<file path="src/abeu_pkg.sv">
// abeu_pkg: shared types, operation codes and widths for the alu/branch execute unit
// no dependencies

package abeu_pkg;

  localparam int unsigned XLEN = 32;
  localparam int unsigned CMD_W = 6;
  localparam int unsigned QUEUE_DEPTH = 4;

  localparam logic [CMD_W-1:0] OP_NOP = 6'd0;
  localparam logic [CMD_W-1:0] OP_ADD = 6'd1;
  localparam logic [CMD_W-1:0] OP_SUB = 6'd2;
  localparam logic [CMD_W-1:0] OP_MUL = 6'd3;
  localparam logic [CMD_W-1:0] OP_DIVS = 6'd4;
  localparam logic [CMD_W-1:0] OP_DIVU = 6'd5;
  localparam logic [CMD_W-1:0] OP_WMULS = 6'd6;
  localparam logic [CMD_W-1:0] OP_WMULU = 6'd7;
  localparam logic [CMD_W-1:0] OP_DMODS = 6'd8;
  localparam logic [CMD_W-1:0] OP_DMODU = 6'd9;
  localparam logic [CMD_W-1:0] OP_XOR = 6'd10;
  localparam logic [CMD_W-1:0] OP_NEG = 6'd11;
  localparam logic [CMD_W-1:0] OP_REMS = 6'd12;
  localparam logic [CMD_W-1:0] OP_REMU = 6'd13;
  localparam logic [CMD_W-1:0] OP_PASSA = 6'd14;
  localparam logic [CMD_W-1:0] OP_PASSB = 6'd15;
  localparam logic [CMD_W-1:0] OP_SEQ = 6'd16;
  localparam logic [CMD_W-1:0] OP_SGE = 6'd17;
  localparam logic [CMD_W-1:0] OP_SGT = 6'd18;
  localparam logic [CMD_W-1:0] OP_SLE = 6'd19;
  localparam logic [CMD_W-1:0] OP_SLT = 6'd20;
  localparam logic [CMD_W-1:0] OP_SNE = 6'd21;
  localparam logic [CMD_W-1:0] OP_J = 6'd22;
  localparam logic [CMD_W-1:0] OP_JAL = 6'd23;
  localparam logic [CMD_W-1:0] OP_BEQ = 6'd24;
  localparam logic [CMD_W-1:0] OP_BNE = 6'd25;
  localparam logic [CMD_W-1:0] OP_BGE = 6'd26;
  localparam logic [CMD_W-1:0] OP_BLE = 6'd27;
  localparam logic [CMD_W-1:0] OP_BGT = 6'd28;
  localparam logic [CMD_W-1:0] OP_BLT = 6'd29;
  localparam logic [CMD_W-1:0] OP_BEQZ = 6'd30;
  localparam logic [CMD_W-1:0] OP_BNEZ = 6'd31;
  localparam logic [CMD_W-1:0] OP_BLEZ = 6'd32;
  localparam logic [CMD_W-1:0] OP_BGEZ = 6'd33;
  localparam logic [CMD_W-1:0] OP_BGTZ = 6'd34;
  localparam logic [CMD_W-1:0] OP_BLTZ = 6'd35;

  // unit that carries out an item
  typedef enum logic [2:0] {
    UNIT_SIMPLE = 3'b001,
    UNIT_MUL    = 3'b010,
    UNIT_DIV    = 3'b100
  } unit_t;

  // how a divide result is placed
  typedef enum logic [1:0] {
    DSEL_QUO = 2'd0,
    DSEL_BOTH = 2'd1,
    DSEL_REM = 2'd2
  } dsel_t;

  typedef struct packed {
    logic [CMD_W-1:0]  cmd;
    logic signed [XLEN-1:0] operand_a;
    logic signed [XLEN-1:0] operand_b;
  } in_item_t;

  typedef struct packed {
    logic signed [XLEN-1:0] result_low;
    logic signed [XLEN-1:0] result_high;
    logic branch_taken;
    logic write_link;
    logic divide_by_zero;
  } out_item_t;

  // classified item handed from front to back
  typedef struct packed {
    unit_t            unit;
    logic             sgn;      // signed mul/div
    logic             wide;     // keep high product word
    dsel_t            dsel;
    logic [XLEN-1:0]  a;
    logic [XLEN-1:0]  b;
    out_item_t        simple;   // finished result for simple ops
  } work_t;

endpackage

</file>
<file path="src/abeu_front.sv">
// abeu_front: accepts items, classifies them and resolves simple ops and branches
// depends on abeu_pkg

module abeu_front (
  input  abeu_pkg::in_item_t in_item,
  output abeu_pkg::work_t    work
);

  logic [abeu_pkg::XLEN-1:0] a, b;
  logic eq, lt, gt, az, aneg, apos;

  assign a = in_item.operand_a;
  assign b = in_item.operand_b;
  assign eq = (a == b);
  assign lt = ($signed(a) < $signed(b));
  assign gt = ($signed(b) < $signed(a));
  assign az = (a == '0);
  assign aneg = a[abeu_pkg::XLEN-1];
  assign apos = !aneg && !az;

  always_comb begin
    work = '0;
    work.unit = abeu_pkg::UNIT_SIMPLE;
    work.a = a;
    work.b = b;
    work.dsel = abeu_pkg::DSEL_QUO;
    case (in_item.cmd)
      abeu_pkg::OP_ADD: work.simple.result_low = a + b;
      abeu_pkg::OP_SUB: work.simple.result_low = a - b;
      abeu_pkg::OP_MUL: begin
        work.unit = abeu_pkg::UNIT_MUL;
      end
      abeu_pkg::OP_WMULS: begin
        work.unit = abeu_pkg::UNIT_MUL; work.sgn = 1'b1; work.wide = 1'b1;
      end
      abeu_pkg::OP_WMULU: begin
        work.unit = abeu_pkg::UNIT_MUL; work.wide = 1'b1;
      end
      abeu_pkg::OP_DIVS: begin
        work.unit = abeu_pkg::UNIT_DIV; work.sgn = 1'b1;
      end
      abeu_pkg::OP_DIVU: work.unit = abeu_pkg::UNIT_DIV;
      abeu_pkg::OP_DMODS: begin
        work.unit = abeu_pkg::UNIT_DIV; work.sgn = 1'b1; work.dsel = abeu_pkg::DSEL_BOTH;
      end
      abeu_pkg::OP_DMODU: begin
        work.unit = abeu_pkg::UNIT_DIV; work.dsel = abeu_pkg::DSEL_BOTH;
      end
      abeu_pkg::OP_REMS: begin
        work.unit = abeu_pkg::UNIT_DIV; work.sgn = 1'b1; work.dsel = abeu_pkg::DSEL_REM;
      end
      abeu_pkg::OP_REMU: begin
        work.unit = abeu_pkg::UNIT_DIV; work.dsel = abeu_pkg::DSEL_REM;
      end
      abeu_pkg::OP_XOR: work.simple.result_low = a ^ b;
      abeu_pkg::OP_NEG: work.simple.result_low = '0 - a;
      abeu_pkg::OP_PASSA: work.simple.result_low = a;
      abeu_pkg::OP_PASSB: work.simple.result_low = b;
      abeu_pkg::OP_SEQ: work.simple.result_low = {{(abeu_pkg::XLEN-1){1'b0}}, eq};
      abeu_pkg::OP_SGE: work.simple.result_low = {{(abeu_pkg::XLEN-1){1'b0}}, !lt};
      abeu_pkg::OP_SGT: work.simple.result_low = {{(abeu_pkg::XLEN-1){1'b0}}, gt};
      abeu_pkg::OP_SLE: work.simple.result_low = {{(abeu_pkg::XLEN-1){1'b0}}, !gt};
      abeu_pkg::OP_SLT: work.simple.result_low = {{(abeu_pkg::XLEN-1){1'b0}}, lt};
      abeu_pkg::OP_SNE: work.simple.result_low = {{(abeu_pkg::XLEN-1){1'b0}}, !eq};
      abeu_pkg::OP_J: work.simple.branch_taken = 1'b1;
      abeu_pkg::OP_JAL: begin
        work.simple.branch_taken = 1'b1; work.simple.write_link = 1'b1;
      end
      abeu_pkg::OP_BEQ: work.simple.branch_taken = eq;
      abeu_pkg::OP_BNE: work.simple.branch_taken = !eq;
      abeu_pkg::OP_BGE: work.simple.branch_taken = !lt;
      abeu_pkg::OP_BLE: work.simple.branch_taken = !gt;
      abeu_pkg::OP_BGT: work.simple.branch_taken = gt;
      abeu_pkg::OP_BLT: work.simple.branch_taken = lt;
      abeu_pkg::OP_BEQZ: work.simple.branch_taken = az;
      abeu_pkg::OP_BNEZ: work.simple.branch_taken = !az;
      abeu_pkg::OP_BLEZ: work.simple.branch_taken = !apos;
      abeu_pkg::OP_BGEZ: work.simple.branch_taken = !aneg;
      abeu_pkg::OP_BGTZ: work.simple.branch_taken = apos;
      abeu_pkg::OP_BLTZ: work.simple.branch_taken = aneg;
      default: ;
    endcase
  end

endmodule

</file>
<file path="config.mk">
export PLATFORM = sky130hd
export DESIGN_NAME = abeu_front
export DESIGN_NICKNAME = d
export VERILOG_FILES = /design/src/abeu_pkg.sv /design/src/abeu_front.sv
export SDC_FILE = /design/constraint.sdc
export NUM_CORES = 1
export LEC_CHECK = 0
export ABC_AREA = 1
export BUFFER_PORTS_ARGS = -buffer_cell sky130_fd_sc_hd__buf_2
export CAP_MARGIN = 20
export CORE_MARGIN = 1
export CORE_UTILIZATION = 41
export DETAILED_ROUTE_END_ITERATION = 16
export PLACE_DENSITY = 0.68
export RECOVER_POWER = 50
export SYNTH_ARGS = -nofsm -noshare
export SYNTH_HDL_FRONTEND = slang
export SYNTH_SLANG_ARGS = --single-unit
</file>
<file path="constraint.sdc">
create_clock -name vclk -period 3.4
set_input_delay 0.51 -clock vclk [all_inputs]
set_output_delay 0.51 -clock vclk [all_outputs]
set_load 0.1 [all_outputs]
</file>
-- After elaboration in Yosys (flattened, before gate mapping)
Cells that the tools add are included.
- bits in registers: 0
- word-level logic and storage cells: 64
- input bits: 70
- equality and inequality tests: 36
- bitwise operators: 1
- add/subtract/negate cells: 3
- reduce and logical (&&, ||, !) cells: 15
- multiplexer cells: 7
- magnitude comparators: 2
- operators with widths (cell ; count):
    one-hot mux 32 bit (12 select lines) ; 1
    equality test 6 x 5 -> 1 bit, second input constant ; 16
    less-than comparator 32 bit ; 2
    equality test 6 x 4 -> 1 bit, second input constant ; 8
    adder 32 bit ; 1
    equality test 32 bit ; 1
    zero test 32 bit ; 1
    subtractor 1 x 32 -> 32 bit, first input constant ; 1
    subtractor 32 bit ; 1
    bitwise XOR 32 bit ; 1
    equality test 6 x 3 -> 1 bit, second input constant ; 4
    equality test 6 bit, second input constant ; 4
    one-hot mux 1 bit (13 select lines) ; 1
    equality test 6 x 2 -> 1 bit, second input constant ; 2
    OR reduction 2 bit ; 4
    equality test 6 x 1 -> 1 bit, second input constant ; 1
    zero test 1 bit ; 6
    one-hot mux 3 bit (2 select lines) ; 1
    OR reduction 6 bit ; 1
    one-hot mux 2 bit (2 select lines) ; 1
    OR reduction 4 bit ; 1
    two-way mux 1 bit ; 3
    OR reduction 3 bit ; 1
    logical AND 1 bit ; 1

-- Depth between registers and ports, before layout
- depth after elaboration: 5
- depth in mapped cells: 18

-- Worst setup path after synthesis
Ideal clock, no wire load.
- path kind: input to output
- start point: input in_item[69] (netlist bit)
- end point: output work[134] (netlist bit)
- data required time: 2890 ps
- cell stages on the path: 3
- data arrival time: 5592 ps
- setup slack: -2702 ps
- cells stage by stage: nor2_2 -> inv_2 -> a2111oi_0
- RTL lines (item ; RTL line ; text):
    from (decl) ; abeu_front.sv:5 ; input abeu_pkg::in_item_t in_item,
    to (decl) ; abeu_front.sv:6 ; output abeu_pkg::work_t work

==> impl_metrics.env <==
export IMPL_cts_setup_buffers=0
export IMPL_synth_cell_type_count=46
export IMPL_crit_path_start_kind="input pin"
export IMPL_place_congestion=1.02
export IMPL_drt_initial_drc_count=1194
export IMPL_grt_remaining_overflow=0
export IMPL_die_h_microns=143
export IMPL_setup_worst_path_end_class="output pin"
export IMPL_design_seq_count=0
export IMPL_syn_instance_count=1552
export IMPL_initial_utilization_pct=41.9
export IMPL_final_layout_size_suffix_gt1_share_pct=17.8
export IMPL_n_fill_cell=2226
export IMPL_stdcell_area_sq_um=9830
export IMPL_cp_data_required_time_ns=2.89
export IMPL_ys_warnings_count=0
export IMPL_grt_pass1_wl_microns=54800
export IMPL_chipWidth_microns=143
export IMPL_peakVddDrop_mv=0.176
export IMPL_report_final_slew_viol_count=0
export IMPL_drtAntennaViolNets=0
export IMPL_final_min_period_over_clock_period_pct=97.9
export IMPL_grt_pass1_vias=9967
export IMPL_synth_yosys_seq_area_share_pct=0
export IMPL_most_common_cell_after_layout_fill_and_taps_aside="sky130_fd_sc_hd__nand2_1"
export IMPL_track_usage_pct=35.4
export IMPL_worstMarginPinSlew_ns=1.19
export IMPL_dpl_cell_area_sq_um=9790
export IMPL_design_core_area_sq_um=19500
export IMPL_num_io_pins=208
export IMPL_totalWireLength_microns=37300
export IMPL_grt_antenna_before_repair=0
export IMPL_vias_per_cell=5.58
export IMPL_grt_start_max_net_pins=26
export IMPL_critPathMaxFanout=7
export IMPL_end_point_of_the_most_critical_hold_path="work[134]"
export IMPL_syn_to_final_growth_pct=20.2
export IMPL_hold_path_startpoint="in_item[67]"
export IMPL_setup_violations_final=0
export IMPL_min_delay_path_depth=3
export IMPL_design_die_area_sq_um=20500
export IMPL_post_synth_cell_area_avg_sq_um=5.27
export IMPL_post_cts_hold_buffer_count=0
export IMPL_multiInputGateArea_sq_um=6570
export IMPL_final_min_clock_period_ns=3.33
export IMPL_placement_rows=51
export IMPL_detail_route_wl_per_cell_microns=18.8
export IMPL_timing_hold_worst_class="input pin to output pin"
export IMPL_clockBufferCount=0
export IMPL_post_synth_main_area_contributors="sky130_fd_sc_hd__nand2_1 (18%), sky130_fd_sc_hd__ha_1 (15%), sky130_fd_sc_hd__buf_4 (10%), sky130_fd_sc_hd__inv_1 (10%), sky130_fd_sc_hd__nand3_1 (9.9%)"
export IMPL_post_synth_instance_area_sq_um=8180
export IMPL_critical_path_arrival_ns=2.82
export IMPL_total_leakage_power_nw=5.26
export IMPL_numPortBuffers=175
export IMPL_crit_type="input pin to output pin"
export IMPL_dpl_hpwl_microns=31500
export IMPL_area_sequential_sq_um=0
export IMPL_remaining_drc_errors=0
export IMPL_max_cap_viol_count=0
export IMPL_hold_violations=0
export IMPL_detail_route_first_pass_iterations=6
export IMPL_power_per_cell_area_nw_per_um2=204
export IMPL_maxClockFrequency_mhz=300
export IMPL_layout_nets=1886
export IMPL_slew_headroom_pct=21.3
export IMPL_run_status="completed"
export IMPL_final_instance_count_excl_fill=1982
export IMPL_via_count=11100
export IMPL_post_place_cells=1981
export IMPL_netlist_area_leader_share_pct=17.8
export IMPL_layout_common_cells="sky130_fd_sc_hd__nand2_1 (379), sky130_fd_sc_hd__inv_1 (220), sky130_fd_sc_hd__nor2_1 (166), sky130_fd_sc_hd__nand3_1 (159), sky130_fd_sc_hd__a21oi_1 (113)"
export IMPL_synth_largest_area_cell="sky130_fd_sc_hd__nand2_1"
## power breakdown
group / total [W] / switching [W] / internal [W]
sequential: 0 / 0 / 0
clock: 0.0000000000125 / 0 / 0.0000000000124
combinational: 0.00200 / 0.00150 / 0.000506
## repair_timing
action / in CTS / in global routing
pin swaps: 0 / 0
endpoints found under the setup margin: 1 / 19
resized for setup: 1 / 34
## Yosys cell counts (6+ instances only)
cell	count
sky130_fd_sc_hd__ha_1	96
sky130_fd_sc_hd__a221oi_1	6
sky130_fd_sc_hd__nor2_2	6
sky130_fd_sc_hd__o21bai_1	13
sky130_fd_sc_hd__buf_4	114
sky130_fd_sc_hd__nor3_1	24
sky130_fd_sc_hd__inv_2	13
sky130_fd_sc_hd__nand2_1	387
sky130_fd_sc_hd__nand4_1	24
sky130_fd_sc_hd__nand2_2	12
sky130_fd_sc_hd__a31oi_1	6
sky130_fd_sc_hd__o21ai_0	59
sky130_fd_sc_hd__nand3b_1	8
sky130_fd_sc_hd__nor2_1	168
sky130_fd_sc_hd__nand3_1	161
sky130_fd_sc_hd__nor2_4	7
sky130_fd_sc_hd__buf_2	19
sky130_fd_sc_hd__nor4_1	6
sky130_fd_sc_hd__inv_1	224
sky130_fd_sc_hd__a21oi_1	118
sky130_fd_sc_hd__o22ai_1	24
sky130_fd_sc_hd__o21ai_1	8
## stage by stage
step / hold slack [ns] / setup TNS (ns) / power [W] / utilization (%) / worst slack, ns
floorplan: 1.20 / 0 / 0.00143 / - / 0.0105
global placement: 1.43 / -0.0491 / 0.00194 / 50.2 / -0.0491
detailed placement: 1.43 / -0.0254 / 0.00194 / 50.2 / -0.0254
CTS: 1.43 / 0 / 0.00195 / 50.2 / 0.0840
global route: 1.52 / -0.00658 / 0.00212 / 50.3 / -0.00658
finish: 1.48 / 0 / 0.00200 / 50.3 / 0.0700
## per-layer routing
metal / wire (microns) / GRT usage [%] / part of all wire [%] / vias up
met5: 0 / 0 / 0 / -
met4: 1130 / 10.1 / 3.0 / 0
met3: 4480 / 5.37 / 12 / 81
met2: 16200 / 56.1 / 43 / 773
met1: 15600 / 49.1 / 42 / 4952
li1: - / - / - / 5248
## worst max-delay path by stage
stage / start / to / slack, ns / cells after the start
floorplan: in_item[32] / work[49] / 0.01 / 11
global placement: in_item[15] / work[54] / -0.05 / 13
detailed placement: in_item[15] / work[54] / -0.03 / 13
CTS: in_item[32] / work[2] / 0.08 / 20
global route: in_item[0] / work[59] / -0.007 / 15
finish: in_item[17] / work[61] / 0.07 / 15
## final cells by class
class | count | share of cell area (%)
Multi-Input combinational cell | 1210 | 66.8
Tap cell | 265 | 3.37
Timing Repair Buffer | 269 | 20.7
Inverter | 237 | 9.05
Antenna cell | 1 | 0.0255
## kinds of logic (layout without fill, tap and decap cells)
logic type | Yosys count | in the layout | share of synthesized area, %
adder cells (fa/ha/maj) | 98 | 98 | 15.2
other | 1 | 34 | 0.0459
AND/OR/NAND/NOR | 815 | 815 | 43.6
XOR/XNOR | 3 | 3 | 0.321
buffers and inverters | 374 | 506 | 22.7
AO/OA/AOI/OAI | 261 | 261 | 18.1
## critical path, stage by stage
cell and delay [ns]:
sky130_fd_sc_hd__buf_2 0.10, sky130_fd_sc_hd__inv_1 0.06, sky130_fd_sc_hd__ha_1 0.42, sky130_fd_sc_hd__buf_4 0.20
sky130_fd_sc_hd__nand2_1 0.05, sky130_fd_sc_hd__nand2_1 0.08, sky130_fd_sc_hd__o21bai_1 0.21, sky130_fd_sc_hd__a21oi_1 0.37
sky130_fd_sc_hd__nor2_1 0.08, sky130_fd_sc_hd__nor2_1 0.14, sky130_fd_sc_hd__nand2_1 0.07, sky130_fd_sc_hd__nand2_1 0.05
sky130_fd_sc_hd__nand3_1 0.07, sky130_fd_sc_hd__nand3_1 0.19, sky130_fd_sc_hd__buf_12 0.21
Power figures use the tool's default switching activity.
