### config.mk
export PLATFORM = sky130hd
export DESIGN_NAME = abeu_queue
export DESIGN_NICKNAME = d
export VERILOG_FILES = /design/src/abeu_pkg.sv /design/src/abeu_queue.sv
export SDC_FILE = /design/constraint.sdc
export NUM_CORES = 1
export LEC_CHECK = 0
export BUFFER_PORTS_ARGS = -buffer_cell sky130_fd_sc_hd__buf_2
export CORE_ASPECT_RATIO = 1.4
export CORE_MARGIN = 4
export CORE_UTILIZATION = 23
export CTS_BUF_LIST = sky130_fd_sc_hd__clkbuf_4 sky130_fd_sc_hd__clkbuf_8
export CTS_CLUSTER_SIZE = 16
export DETAILED_ROUTE_END_ITERATION = 16
export HOLD_SLACK_MARGIN = 0.12
export PLACE_DENSITY = 0.49
export SLEW_MARGIN = 20
export SYNTH_ARGS = -nofsm -noshare
export SYNTH_HDL_FRONTEND = slang
export SYNTH_SLANG_ARGS = --single-unit
### constraint.sdc
create_clock -name clk -period 5.2 [get_ports clk]
set_clock_uncertainty 0.2 [all_clocks]
set_input_delay 1.04 -clock clk [delete_from_list [all_inputs] [get_ports clk]]
set_output_delay 1.04 -clock clk [all_outputs]
set_load 0.02 [all_outputs]
### src/abeu_pkg.sv
// abeu_pkg: shared types, operation codes and widths for the alu/branch execute unit
// no dependencies

package abeu_pkg;

  localparam int unsigned XLEN = 32;
  localparam int unsigned CMD_W = 6;
  localparam int unsigned QUEUE_DEPTH = 4;

  localparam logic [CMD_W-1:0] OP_NOP = 6'd0;
  localparam logic [CMD_W-1:0] OP_ADD = 6'd1;
  localparam logic [CMD_W-1:0] OP_SUB = 6'd2;
  localparam logic [CMD_W-1:0] OP_MUL = 6'd3;
  localparam logic [CMD_W-1:0] OP_DIVS = 6'd4;
  localparam logic [CMD_W-1:0] OP_DIVU = 6'd5;
  localparam logic [CMD_W-1:0] OP_WMULS = 6'd6;
  localparam logic [CMD_W-1:0] OP_WMULU = 6'd7;
  localparam logic [CMD_W-1:0] OP_DMODS = 6'd8;
  localparam logic [CMD_W-1:0] OP_DMODU = 6'd9;
  localparam logic [CMD_W-1:0] OP_XOR = 6'd10;
  localparam logic [CMD_W-1:0] OP_NEG = 6'd11;
  localparam logic [CMD_W-1:0] OP_REMS = 6'd12;
  localparam logic [CMD_W-1:0] OP_REMU = 6'd13;
  localparam logic [CMD_W-1:0] OP_PASSA = 6'd14;
  localparam logic [CMD_W-1:0] OP_PASSB = 6'd15;
  localparam logic [CMD_W-1:0] OP_SEQ = 6'd16;
  localparam logic [CMD_W-1:0] OP_SGE = 6'd17;
  localparam logic [CMD_W-1:0] OP_SGT = 6'd18;
  localparam logic [CMD_W-1:0] OP_SLE = 6'd19;
  localparam logic [CMD_W-1:0] OP_SLT = 6'd20;
  localparam logic [CMD_W-1:0] OP_SNE = 6'd21;
  localparam logic [CMD_W-1:0] OP_J = 6'd22;
  localparam logic [CMD_W-1:0] OP_JAL = 6'd23;
  localparam logic [CMD_W-1:0] OP_BEQ = 6'd24;
  localparam logic [CMD_W-1:0] OP_BNE = 6'd25;
  localparam logic [CMD_W-1:0] OP_BGE = 6'd26;
  localparam logic [CMD_W-1:0] OP_BLE = 6'd27;
  localparam logic [CMD_W-1:0] OP_BGT = 6'd28;
  localparam logic [CMD_W-1:0] OP_BLT = 6'd29;
  localparam logic [CMD_W-1:0] OP_BEQZ = 6'd30;
  localparam logic [CMD_W-1:0] OP_BNEZ = 6'd31;
  localparam logic [CMD_W-1:0] OP_BLEZ = 6'd32;
  localparam logic [CMD_W-1:0] OP_BGEZ = 6'd33;
  localparam logic [CMD_W-1:0] OP_BGTZ = 6'd34;
  localparam logic [CMD_W-1:0] OP_BLTZ = 6'd35;

  // unit that carries out an item
  typedef enum logic [2:0] {
    UNIT_SIMPLE = 3'b001,
    UNIT_MUL    = 3'b010,
    UNIT_DIV    = 3'b100
  } unit_t;

  // how a divide result is placed
  typedef enum logic [1:0] {
    DSEL_QUO = 2'd0,
    DSEL_BOTH = 2'd1,
    DSEL_REM = 2'd2
  } dsel_t;

  typedef struct packed {
    logic [CMD_W-1:0]  cmd;
    logic signed [XLEN-1:0] operand_a;
    logic signed [XLEN-1:0] operand_b;
  } in_item_t;

  typedef struct packed {
    logic signed [XLEN-1:0] result_low;
    logic signed [XLEN-1:0] result_high;
    logic branch_taken;
    logic write_link;
    logic divide_by_zero;
  } out_item_t;

  // classified item handed from front to back
  typedef struct packed {
    unit_t            unit;
    logic             sgn;      // signed mul/div
    logic             wide;     // keep high product word
    dsel_t            dsel;
    logic [XLEN-1:0]  a;
    logic [XLEN-1:0]  b;
    out_item_t        simple;   // finished result for simple ops
  } work_t;

endpackage

### src/abeu_queue.sv
// abeu_queue: short fifo of classified items between front and back
// depends on abeu_pkg

module abeu_queue #(
  parameter int unsigned DEPTH = abeu_pkg::QUEUE_DEPTH
) (
  input  logic             clk,
  input  logic             rst_n,
  input  logic             push,
  input  abeu_pkg::work_t  push_data,
  input  logic             pop,
  output abeu_pkg::work_t  head,
  output logic             empty,
  output logic             full
);

  localparam int unsigned AW = (DEPTH > 1) ? $clog2(DEPTH) : 1;

  abeu_pkg::work_t mem_r [DEPTH];
  logic [AW-1:0] wp_r, rp_r;
  logic [AW:0]   cnt_r;

  assign empty = (cnt_r == '0);
  assign full  = (cnt_r == (AW+1)'(DEPTH));
  assign head  = mem_r[rp_r];

  always_ff @(posedge clk) begin
    if (push) mem_r[wp_r] <= push_data;
  end

  always_ff @(posedge clk) begin
    if (!rst_n) begin
      wp_r <= '0;
      rp_r <= '0;
      cnt_r <= '0;
    end else begin
      if (push) wp_r <= (wp_r == AW'(DEPTH-1)) ? '0 : wp_r + 1'b1;
      if (pop)  rp_r <= (rp_r == AW'(DEPTH-1)) ? '0 : rp_r + 1'b1;
      cnt_r <= cnt_r + (AW+1)'(push) - (AW+1)'(pop);
    end
  end

endmodule

# Word level (Yosys, flattened, before mapping)
# Memories as Yosys holds them, arrays and structs flattened. A register that Yosys moved wholly into a read port is not among the register bits.
# Cells that the tools add are included.
dict set report word_totals {
  reg_bits 7
  out_inout_bits 140
  wordCells 18
  in_bits 142
  n_memories 1
  mem_bits_rw 552
}
# name depth width rd rd_clocked_by_memory_dff wr line
set memory_table {}
lappend memory_table {mem_r 4 138 1 1 1 abeu_queue.sv:19} ;# abeu_pkg::work_t mem_r [DEPTH];
dict set report op_classes {
  muxes 6
  n_reduce_logical 1
  addsub 4
  eq_ne 3
}
# op n
set op_table {}
lappend op_table {{$mux 2} 4}
lappend op_table {{$add 2x1->2 const B} 2}
lappend op_table {{$eq 2x2->1 const B} 2}
lappend op_table {{$add 3x1->3} 1}
lappend op_table {{$eq 3x3->1 const B} 1}
lappend op_table {{$logic_not 3->1} 1}
lappend op_table {{$sub 3x1->3} 1}
lappend op_table {{$mux 1} 2}

# Longest topological paths before layout
# Gate-level depths: netlist of run 1.
dict set report depth {
  ltp_word 4
  mapped_depth 7
  ltp_nobuf 7
}

# Least setup slack after synthesis of run 1
# Ideal clock, no wire load.
dict set report synth_timing {
  path_type {input port to flip-flop}
  startpoint {in push}
  endpoint {mem mem_r[0][0] (netlist bit) (enable)}
  arrival_time_ns 4.196
  stages 1
  setup_ns 0.513
  required_time_ns 4.487
  setup_slack_ns 0.291
  n_path_buf 0
  path_cell_list {and2_1}
}
dict set report synth_via {
  elab_chain_cells 2
}
# element line
set synth_rtl {}
lappend synth_rtl {{from (decl)} abeu_queue.sv:9} ;# input logic push,
lappend synth_rtl {{$mux 1} abeu_queue.sv:28} ;# if (push) mem_r[wp_r] <= push_data;
lappend synth_rtl {{$mux 1 (implied by the code)} abeu_queue.sv:28}
lappend synth_rtl {{to (decl)} abeu_queue.sv:19}
# Every way passes these cells.

==> metrics.yaml, run 1 <==
vdd_drop_max_mv: 0.2531
io_buffers: 281
via_count: 9310
synth_top_family_by_area: "multiplexers"
reg2reg_slack_ns: 2.88
ant_nets: 0
avgSynthCellArea_sq_um: 26.78
antenna_found_initial: 11
hold_viol_final: 0
initial_core_util_pct: 23.16
hold_slack_ns: 0.3148
clkSlewWorstSetupHoldPaths_ns: 0.06
end_kind: "output pin"
synth_edf_count: 552
reg2reg_to: "mem_r[1][52]"
yosys_warnings: 0
r2r_cells: 3
fmax_ghz: 0.2535
slew_headroom_pct: 35.41
cts_resized: 0
min_path_type: "flip-flop to flip-flop"
power_density_nw_per_um2: 396.5
place_congestion: 0.6916
hp-start: "rp_r[0]"
status: "finished, final reports clean"
cts_tree: "done"
syn_nets: 915
ys_seq_area_share_pct: 81.79
htree_levels: 3
drt_iter0_drc: 407
worstPathMaxFanout: 44
drc_errors: 0
synthSimpleGateAreaFrac_pct: 0.4397
grt_overflow_total: 0
first_pass_iters: 4
clock_path_buffers: 3
grt_pass1_wl_mm: 68.69
drv_cap: 0
synth_compound_area_share_pct: 0.04886
clk_latency_ns: 0.71
synth_xor_area_share_pct: 0.1160
rsz0062_at_grt: "false"
num_rows: 129
cts_made_buffers: 90
synth_flop_cell: "edfxtp_1"
grt_pass1_vias: 10360
ctsHoldBuffers: 0
dpl.hpwl_mm: 27.58
avgRoutedWirePerCell_um: 19.80
synth_cell_types: 20
finalCriticalPeriod_ns: 3.945
r2r-start: "wp_r[0]"
worstPathArrival_ns: 2.71
critPathKind: "flip-flop to output pin"
finalSetupTns_ns: 0
postCtsSetupBuffers: 0
synth_cells: 765
nNetsFinal: 1274
synth_area_leaders: "edfxtp_1 81%, mux4_2 15%, buf_12 1.1%, dfxtp_1 0.88%, ha_1 0.43%"
final.period_utilization_pct: 75.87
cts_sinks: 561
grt_max_degree: 103
synthArstFlopShare_pct: 0
via_per_inst: 3.927
die_area_sq_um: 93980
wirelength_mm: 46.94
yosysTopAreaCell: "edfxtp_1"
coreArea_sq_um: 88450
dieWidth_um: 260.2
muxShareOfSynthArea_pct: 15.27
slew_violations: 0
worst_pin_slew_ns: 0.9688
yosys.cell_count.top_type: "edfxtp_1"
p_leak_nw: 8.217
cts-root-buf: "clkbuf_8"
worst_setup_path_start_kind: "flip-flop"
io-pin-count: 282
syn_to_final_growth_pct: 22.33
setup_violations: 0
netlist_area_sq_um: 20490
die_h_um: 361.1
grt_use_total_pct: 10.03
min_path_cells: 2
ys_ff_latch: 561
synth.top_cells.by_count: "552 x edfxtp_1, 138 x mux4_2, 13 x buf_2"
yosys.area.top_type_share_pct: 80.91
drive_gt1_share_pct: 49.03
crit_required_ns: 3.96
synthAdderAreaFrac_pct: 0.5252
## worst max-delay path: stages (launching register included)
cell and delay (ns):
dfxtp_4 0.93, buf_4 0.45, mux4_2 0.38, buf_2 0.18
## cell type report
| cell class | count | area, sq um |
|---|---|---|
| diodes | 5 | 12.51 |
| clock buffers | 120 | 1476 |
| clock inverters | 35 | 292.8 |
| fillers | 8858 | 63390 |
| inverters | 7 | 26.28 |
| multi-input cells | 166 | 3369 |
| flip-flops and latches | 561 | 16760 |
| well taps | 1179 | 1475 |
| repair buffers | 298 | 1647 |
## per-layer routing
metal	up-vias	global-route usage [%]	part of all wire, %
met2	284	17.03	51
li1	4044	-	-
met5	-	0	0.015
met1	4889	11.57	39
met3	91	3.088	7.1
met4	2	4.717	3.0
## cells in the final DEF (no fill, tap or decap), types with 5 or more instances in the layout
master	count
inv_1	7
clkinv_2	8
clkinv_1	17
mux4_2	138
clkbuf_4	28
edfxtp_1	552
buf_2	281
ha_1	7
buf_12	9
clkbuf_8	92
buf_4	8
dfxtp_1	7
diode_2	5
## power by group
part           internal, W  switching (W)
clock              0.00205        0.00173
sequential         0.00516      0.0000529
combinational     0.000377       0.000569
total              0.00759        0.00235
## how the worst max path moves through the flow
stage	startpoint	to	slack, ns	depth (start not counted)
after global routing	flip-flop	head[121]	1.00	3
after detailed placement	flip-flop	head[121]	1.87	3
final	flip-flop	head[102]	1.25	3
after CTS	flip-flop	head[121]	1.0	3
after global placement	flip-flop	head[121]	1.87	3
after floorplan	push	mem_r[0][0]	0.29	1
## per-stage QoR
stage               total power [W]  cell area (sq um)  setup slack, ns  cells  util (%)
CTS                         0.01018              25050           0.9970   2366     28.32
detailed placement         0.006296              23280            1.871   2211     26.32
global placement           0.006276              23280            1.874   2211     26.32
global route                0.01042              25060            1.003   2368     28.33
floorplan                  0.005924              20490           0.2909    765         -
finish                     0.009937              25060            1.255   2371     28.34
## registers in the layout (all words and copies together), names as in the netlist, named ones only
name	flops
cnt_r	3
mem_r	552
wp_r	2
rp_r	2
## cells by family (layout without fill, tap and decap cells)
logic type	Yosys count	count (layout)
muxes	140	140
DFF	561	561
and+or+nand+nor	15	15
AOI/OAI and AO/OA	2	2
buffers and inverters	38	460
adders and majority gates	8	8
other	0	5
xor gates and xnor gates	1	1
No activity file was read; power rests on OpenSTA's default activity.
==> run 2: changes to the inputs <==
Clock period 5.2 ns to 3.5 ns, I/O delays scaled along.
==> run 2 against run 1 <==
Compared with the run above:
- hold slack better by 0.0075 ns
- setup slack worse by 1.0 ns
- combinational power up 68%
- flip-flop and latch count unchanged
- clock power up 44%
- design area up 6.0%
- non-clock buffer count up 152
- die area unchanged
- critical endpoint is now head[111]
- highest routed layer unchanged
==> metrics.yaml, run 2 (same netlist as run 1, synthesis figures left out) <==
grt_overflow_total: 0  # unchanged
clk_latency_ns: 0.70  # about the same
io_buffers: 281  # unchanged
status: "finished, final reports clean"
finalSetupTns_ns: 0  # unchanged
largest_reg_flops: 552  # unchanged
sw_frac_of_total_pct: 23.64  # about the same
vdd_drop_max_mv: 0.3575  # +41%
grt_max_degree: 77  # -25%
worst_pin_slew_ns: 0.5665  # -0.4023 ns
mostFrequentLayoutCell: "edfxtp_1"
seqPwrFrac_pct: 52.5  # about the same
crit_required_ns: 2.60  # -1.36 ns
antenna_found_initial: 7  # -4
ant_nets: 0  # unchanged
r2r-start: "wp_r[0]"
num_rows: 129  # unchanged
cts_made_buffers: 87  # -3.3%
setup_violations: 0  # unchanged
slew_headroom_pct: 62.23  # +27 points
grt_pass1_vias: 11300  # +9.1%
wirelength_mm: 46.62  # -0.69%
fmax_ghz: 0.3081
cts_tree: "done"
worst_setup_path_start_kind: "flip-flop"
coreArea_sq_um: 88450  # unchanged
io-pin-count: 282  # unchanged
drive_gt1_share_pct: 44.23  # -4.8 points
nNetsFinal: 1423  # +12%
avgRoutedWirePerCell_um: 18.52  # -6.4%
cts-root-buf: "clkbuf_8"
grt_use_total_pct: 9.989  # -0.044 points
drc_errors: 0  # unchanged
clock_path_buffers: 3  # unchanged
internal_power_w: 0.01125  # +48%
htree_levels: 3  # unchanged
worstPathArrival_ns: 2.35  # -0.36 ns
hold_viol_final: 0  # unchanged
largest_register: "mem_r"
power_density_nw_per_um2: 554.4  # +40%
dieWidth_um: 260.2  # unchanged
p_clk_share_pct: 36.7  # -1.3 points
drt_iter0_drc: 577  # +42%
place_congestion: 0.6556  # -5.2%
worstPathMaxFanout: 16  # -64%
numPlacedInstances: 2220  # +0.41%
syn_to_final_growth_pct: 29.66
final_cell_mix: "552 x edfxtp_1, 281 x buf_2, 141 x dlygate4sd3_1"
via_per_inst: 3.901  # -0.65%
initial_core_util_pct: 23.16  # unchanged
dpl.hpwl_mm: 28.21  # +2.3%
slew_violations: 0  # unchanged
combPwrFrac_pct: 10.8  # +1.3 points
rsz0062_at_grt: "false"
final.period_utilization_pct: 92.72
end_kind: "output pin"
die_area_sq_um: 93980  # unchanged
hp-start: "rp_r[0]"
p_leak_nw: 8.836  # +7.5%
layout.cells.non_filler: 2517  # +6.2%
finalCriticalPeriod_ns: 3.245
critPathKind: "flip-flop to output pin"
cts_resized: 0  # unchanged
clkSlewWorstSetupHoldPaths_ns: 0.05  # about the same
first_pass_iters: 6  # +2
die_h_um: 361.1  # unchanged
min_path_type: "flip-flop to flip-flop"
via_count: 9819  # +5.5%
cts_sinks: 561  # unchanged
netSwitchingPower_w: 0.003481  # +48%
reg_top3: "mem_r (552), cnt_r (3)"
grt_pass1_wl_mm: 70.24  # +2.3%
drv_cap: 0  # unchanged
run 2: cell types whose count changed in the layout (fill, tap and decap cells not counted), moves of 2 or more:
| cell | previous run | this run |
|---|---|---|
| buf_12 | 9 | 16 |
| buf_4 | 8 | 12 |
| clkbuf_8 | 92 | 89 |
| clkinv_1 | 17 | 15 |
| clkinv_2 | 8 | 6 |
| clkinvlp_4 | 1 | 4 |
| dlygate4sd3_1 | 0 | 141 |
run 2: critical path, stage by stage (launching register included):
cell	delay, ns
dfxtp_4	0.42
buf_12	0.20
buf_4	0.25
mux4_2	0.53
buf_2	0.18
run 2: worst paths after layout:
path / end / slack (ns) / depth (start not counted)
min: flip-flop / 0.32 / 2
max reg2reg: mem_r[3][83] / 1.43 / 3
max: head[111] / 0.25 / 4
min reg2reg: flip-flop / 0.32 / 2
run 2: power by group through the flow:
stage          Clock (W)  Sequential (W)  Combinational (W)
6_report         0.00541         0.00773            0.00159
5_1_grt          0.00599         0.00775            0.00172
4_1_cts          0.00567         0.00774            0.00165
3_5_place_dp           0         0.00788            0.00149
3_3_place_gp           0         0.00786            0.00148
2_1_floorplan          0         0.00787           0.000915
run 2: timing repair:
action,CTS,global route
hold buffers,141,0
setup buffers,2,0
hold endpoints to repair,561,0
setup endpoints to repair,11,0
run 2: area by class of cell:
cell class,instances,area [sq um]
well taps,1179,1475
repair buffers,450,3228
fillers,8801,61890
clock buffers,116,1428
multi-input cells,166,3369
diodes,4,10.01
inverters,7,26.28
flip-flops and latches,561,16760
clock inverters,34,264.0
run 2: metrics by stage:
step	setup WS (ns)	hold slack, ns	power (W)	instance area, sq um	util (%)
after floorplan	0.4610	0.2758	0.008783	20490	-
after global placement	0.8155	0.2877	0.009343	23440	26.50
after detailed placement	0.8200	0.3140	0.009374	23440	26.50
after CTS	0.06374	0.3274	0.01505	26550	30.02
after global routing	0.06657	0.3475	0.01546	26560	30.03
final	0.2547	0.3223	0.01473	26560	30.03
run 2: layer usage:
metal	share of wire [%]	wire length (um)	global-route usage [%]	up-vias
met2	52	24480	17.74	272
met3	6.3	2954	3.312	90
met5	0.12	55	0	-
met4	3.0	1418	4.128	8
met1	38	17720	10.92	5115
li1	-	-	-	4334
==> run 3: changes to the inputs <==
Settings changed: RECOVER_POWER set to 25.
==> run 3 against run 2 <==
Compared with the run above:
- power shrank 0.13%
- die area is the same
- maximum frequency is essentially flat
- non-clock buffer count is the same
- setup slack gained 0.0017 ns
- flip-flop and latch count is the same
- sequential share of layout area grew 0.26 points
- register-to-register slack is essentially flat
- global-route usage is the same
- clock power is essentially flat
- hold slack lost 0.0037 ns
- largest power group unchanged
==> metrics.yaml, run 3 (same netlist as run 1, synthesis figures left out) <==
initial_core_util_pct: 23.16  # unchanged
drv_cap: 0  # unchanged
finalCriticalPeriod_ns: 3.244  # -0.001678 ns
max_stage_delay_ns: 0.53  # about the same
power_density_nw_per_um2: 555.9  # +0.27%
grt_overflow_total: 0  # unchanged
worst-path-buf-inv: 3  # unchanged
pre_cts_slack_ns: 0.8200  # unchanged
hold_slack_ns: 0.3187  # -0.003653 ns
finalSetupTns_ns: 0  # unchanged
num_rows: 129  # unchanged
via_per_inst: 3.891  # -0.25%
crit_required_ns: 2.60  # about the same
p_total_w: 0.01471  # -0.13%
mostFrequentLayoutCell: "edfxtp_1"
worst_pin_slew_ns: 0.5650  # -0.001522 ns
worstPathMaxFanout: 16  # unchanged
clkSlewWorstSetupHoldPaths_ns: 0.06  # about the same
slew_headroom_pct: 62.33  # +0.10 points
coreArea_sq_um: 88450  # unchanged
crit_slowest_cell: "mux4_2"
place_congestion: 0.6556  # unchanged
worst_setup_path_start_kind: "flip-flop"
reg2reg_slack_ns: 1.44  # about the same
first_pass_iters: 6  # unchanged
cts_sinks: 561  # unchanged
clock_path_buffers: 3  # unchanged
syn_to_final_growth_pct: 29.14
placed_area_sq_um: 23440  # unchanged
fmax_ghz: 0.3083  # about the same
wirelength_mm: 46.51  # -0.25%
ant_nets: 0  # unchanged
grt_pass1_vias: 11300  # unchanged
setup_violations: 0  # unchanged
dieWidth_um: 260.2  # unchanged
via_count: 9794  # -0.25%
nNetsFinal: 1423  # unchanged
htree_levels: 3  # unchanged
grt_use_total_pct: 9.989  # unchanged
critPathTopFamily: "buffers and inverters"
largest_register: "mem_r"
die_area_sq_um: 93980  # unchanged
final_cell_mix: "552 x edfxtp_1, 195 x buf_2, 141 x dlygate4sd3_1"
critPathKind: "flip-flop to output pin"
setup_slack_ns: 0.2564  # +0.001678 ns
fin_area_sq_um: 26460  # -0.41%
io-pin-count: 282  # unchanged
vdd_drop_max_mv: 0.3574  # about the same
antenna_found_initial: 7  # unchanged
cts_resized: 0  # unchanged
final.period_utilization_pct: 92.67  # about the same
clk_latency_ns: 0.72  # +0.02 ns
cts_tree: "done"
grt_pass1_wl_mm: 70.24  # unchanged
drt_iter0_drc: 536  # -7.1%
end_kind: "output pin"
drive_gt1_share_pct: 37.78  # -6.4 points
rsz0062_at_grt: "false"
hold_viol_final: 0  # unchanged
die_h_um: 361.1  # unchanged
io_buffers: 281  # unchanged
status: "finished, final reports clean"
worstPathArrival_ns: 2.34  # about the same
avgRoutedWirePerCell_um: 18.48  # -0.25%
slew_violations: 0  # unchanged
p_leak_nw: 8.599  # -2.7%
min_path_type: "flip-flop to flip-flop"
reg_top3: "mem_r (552), cnt_r (3)"
drc_errors: 0  # unchanged
largest_reg_flops: 552  # unchanged
dpl.hpwl_mm: 28.21  # unchanged
cts-root-buf: "clkbuf_8"
grt_max_degree: 77  # unchanged
cts_made_buffers: 87  # unchanged
crit_chain: "buf_12, buf_4, mux4_2, buf_2"
-- run 3: cell types whose count changed in the layout (fill, tap and decap cells not counted), sizes merged --
| cell | previous run | this run |
|---|---|---|
| clkbuf | 116 | 202 |
| buf | 309 | 223 |
-- run 3: cell type report --
type                    count  area [sq um]
repair buffers            450          3120
multi-input cells         166          3369
fillers                  8836         61990
clock buffers             116          1428
well taps                1179          1475
diodes                      4         10.01
clock inverters            34         264.0
flip-flops and latches    561         16760
inverters                   7         26.28
-- run 3: where the power goes --
part / total, W / switching [W] / internal, W
sequential: 0.00773 / 0.0000608 / 0.00767
combinational: 0.00157 / 0.000897 / 0.000675
clock: 0.00540 / 0.00252 / 0.00289
-- run 3: metal layers --
layer	GRT usage, %	vias to the layer above	routed length, um	part of all wire, %
met5	0	-	55	0.12
met4	4.128	8	1413	3.0
met3	3.312	84	2911	6.3
met2	17.74	261	24520	53
met1	10.92	5104	17600	38
li1	-	4337	-	-
-- run 3: path summary, 6_finish.rpt --
kind | start | to | cells after the start
hold / removal | rp_r[0] | flip-flop | 2
hold reg to reg | rp_r[0] | flip-flop | 2
setup reg to reg | wp_r[0] | mem_r[3][83] | 3
setup / recovery | flip-flop | head[111] | 4
-- run 3: what timing repair did --
item	4_1_cts	5_1_grt
hold buffers	141	0
buffers inserted	2	0
endpoints found under the hold margin	561	0
setup endpoints to repair	11	0
-- run 3: tightest hold or removal path, stage by stage (launching register included) --
cell and delay, ns:
dfxtp_1 0.32, nand2b_1 0.07, a21oi_1 0.08
-- run 3: through the flow --
stage | instances | util (%)
after global placement | 2220 | 26.50
after detailed placement | 2220 | 26.50
after global routing | 2515 | 29.91
after CTS | 2513 | 30.02
final | 2517 | 29.91
after floorplan | 765 | -
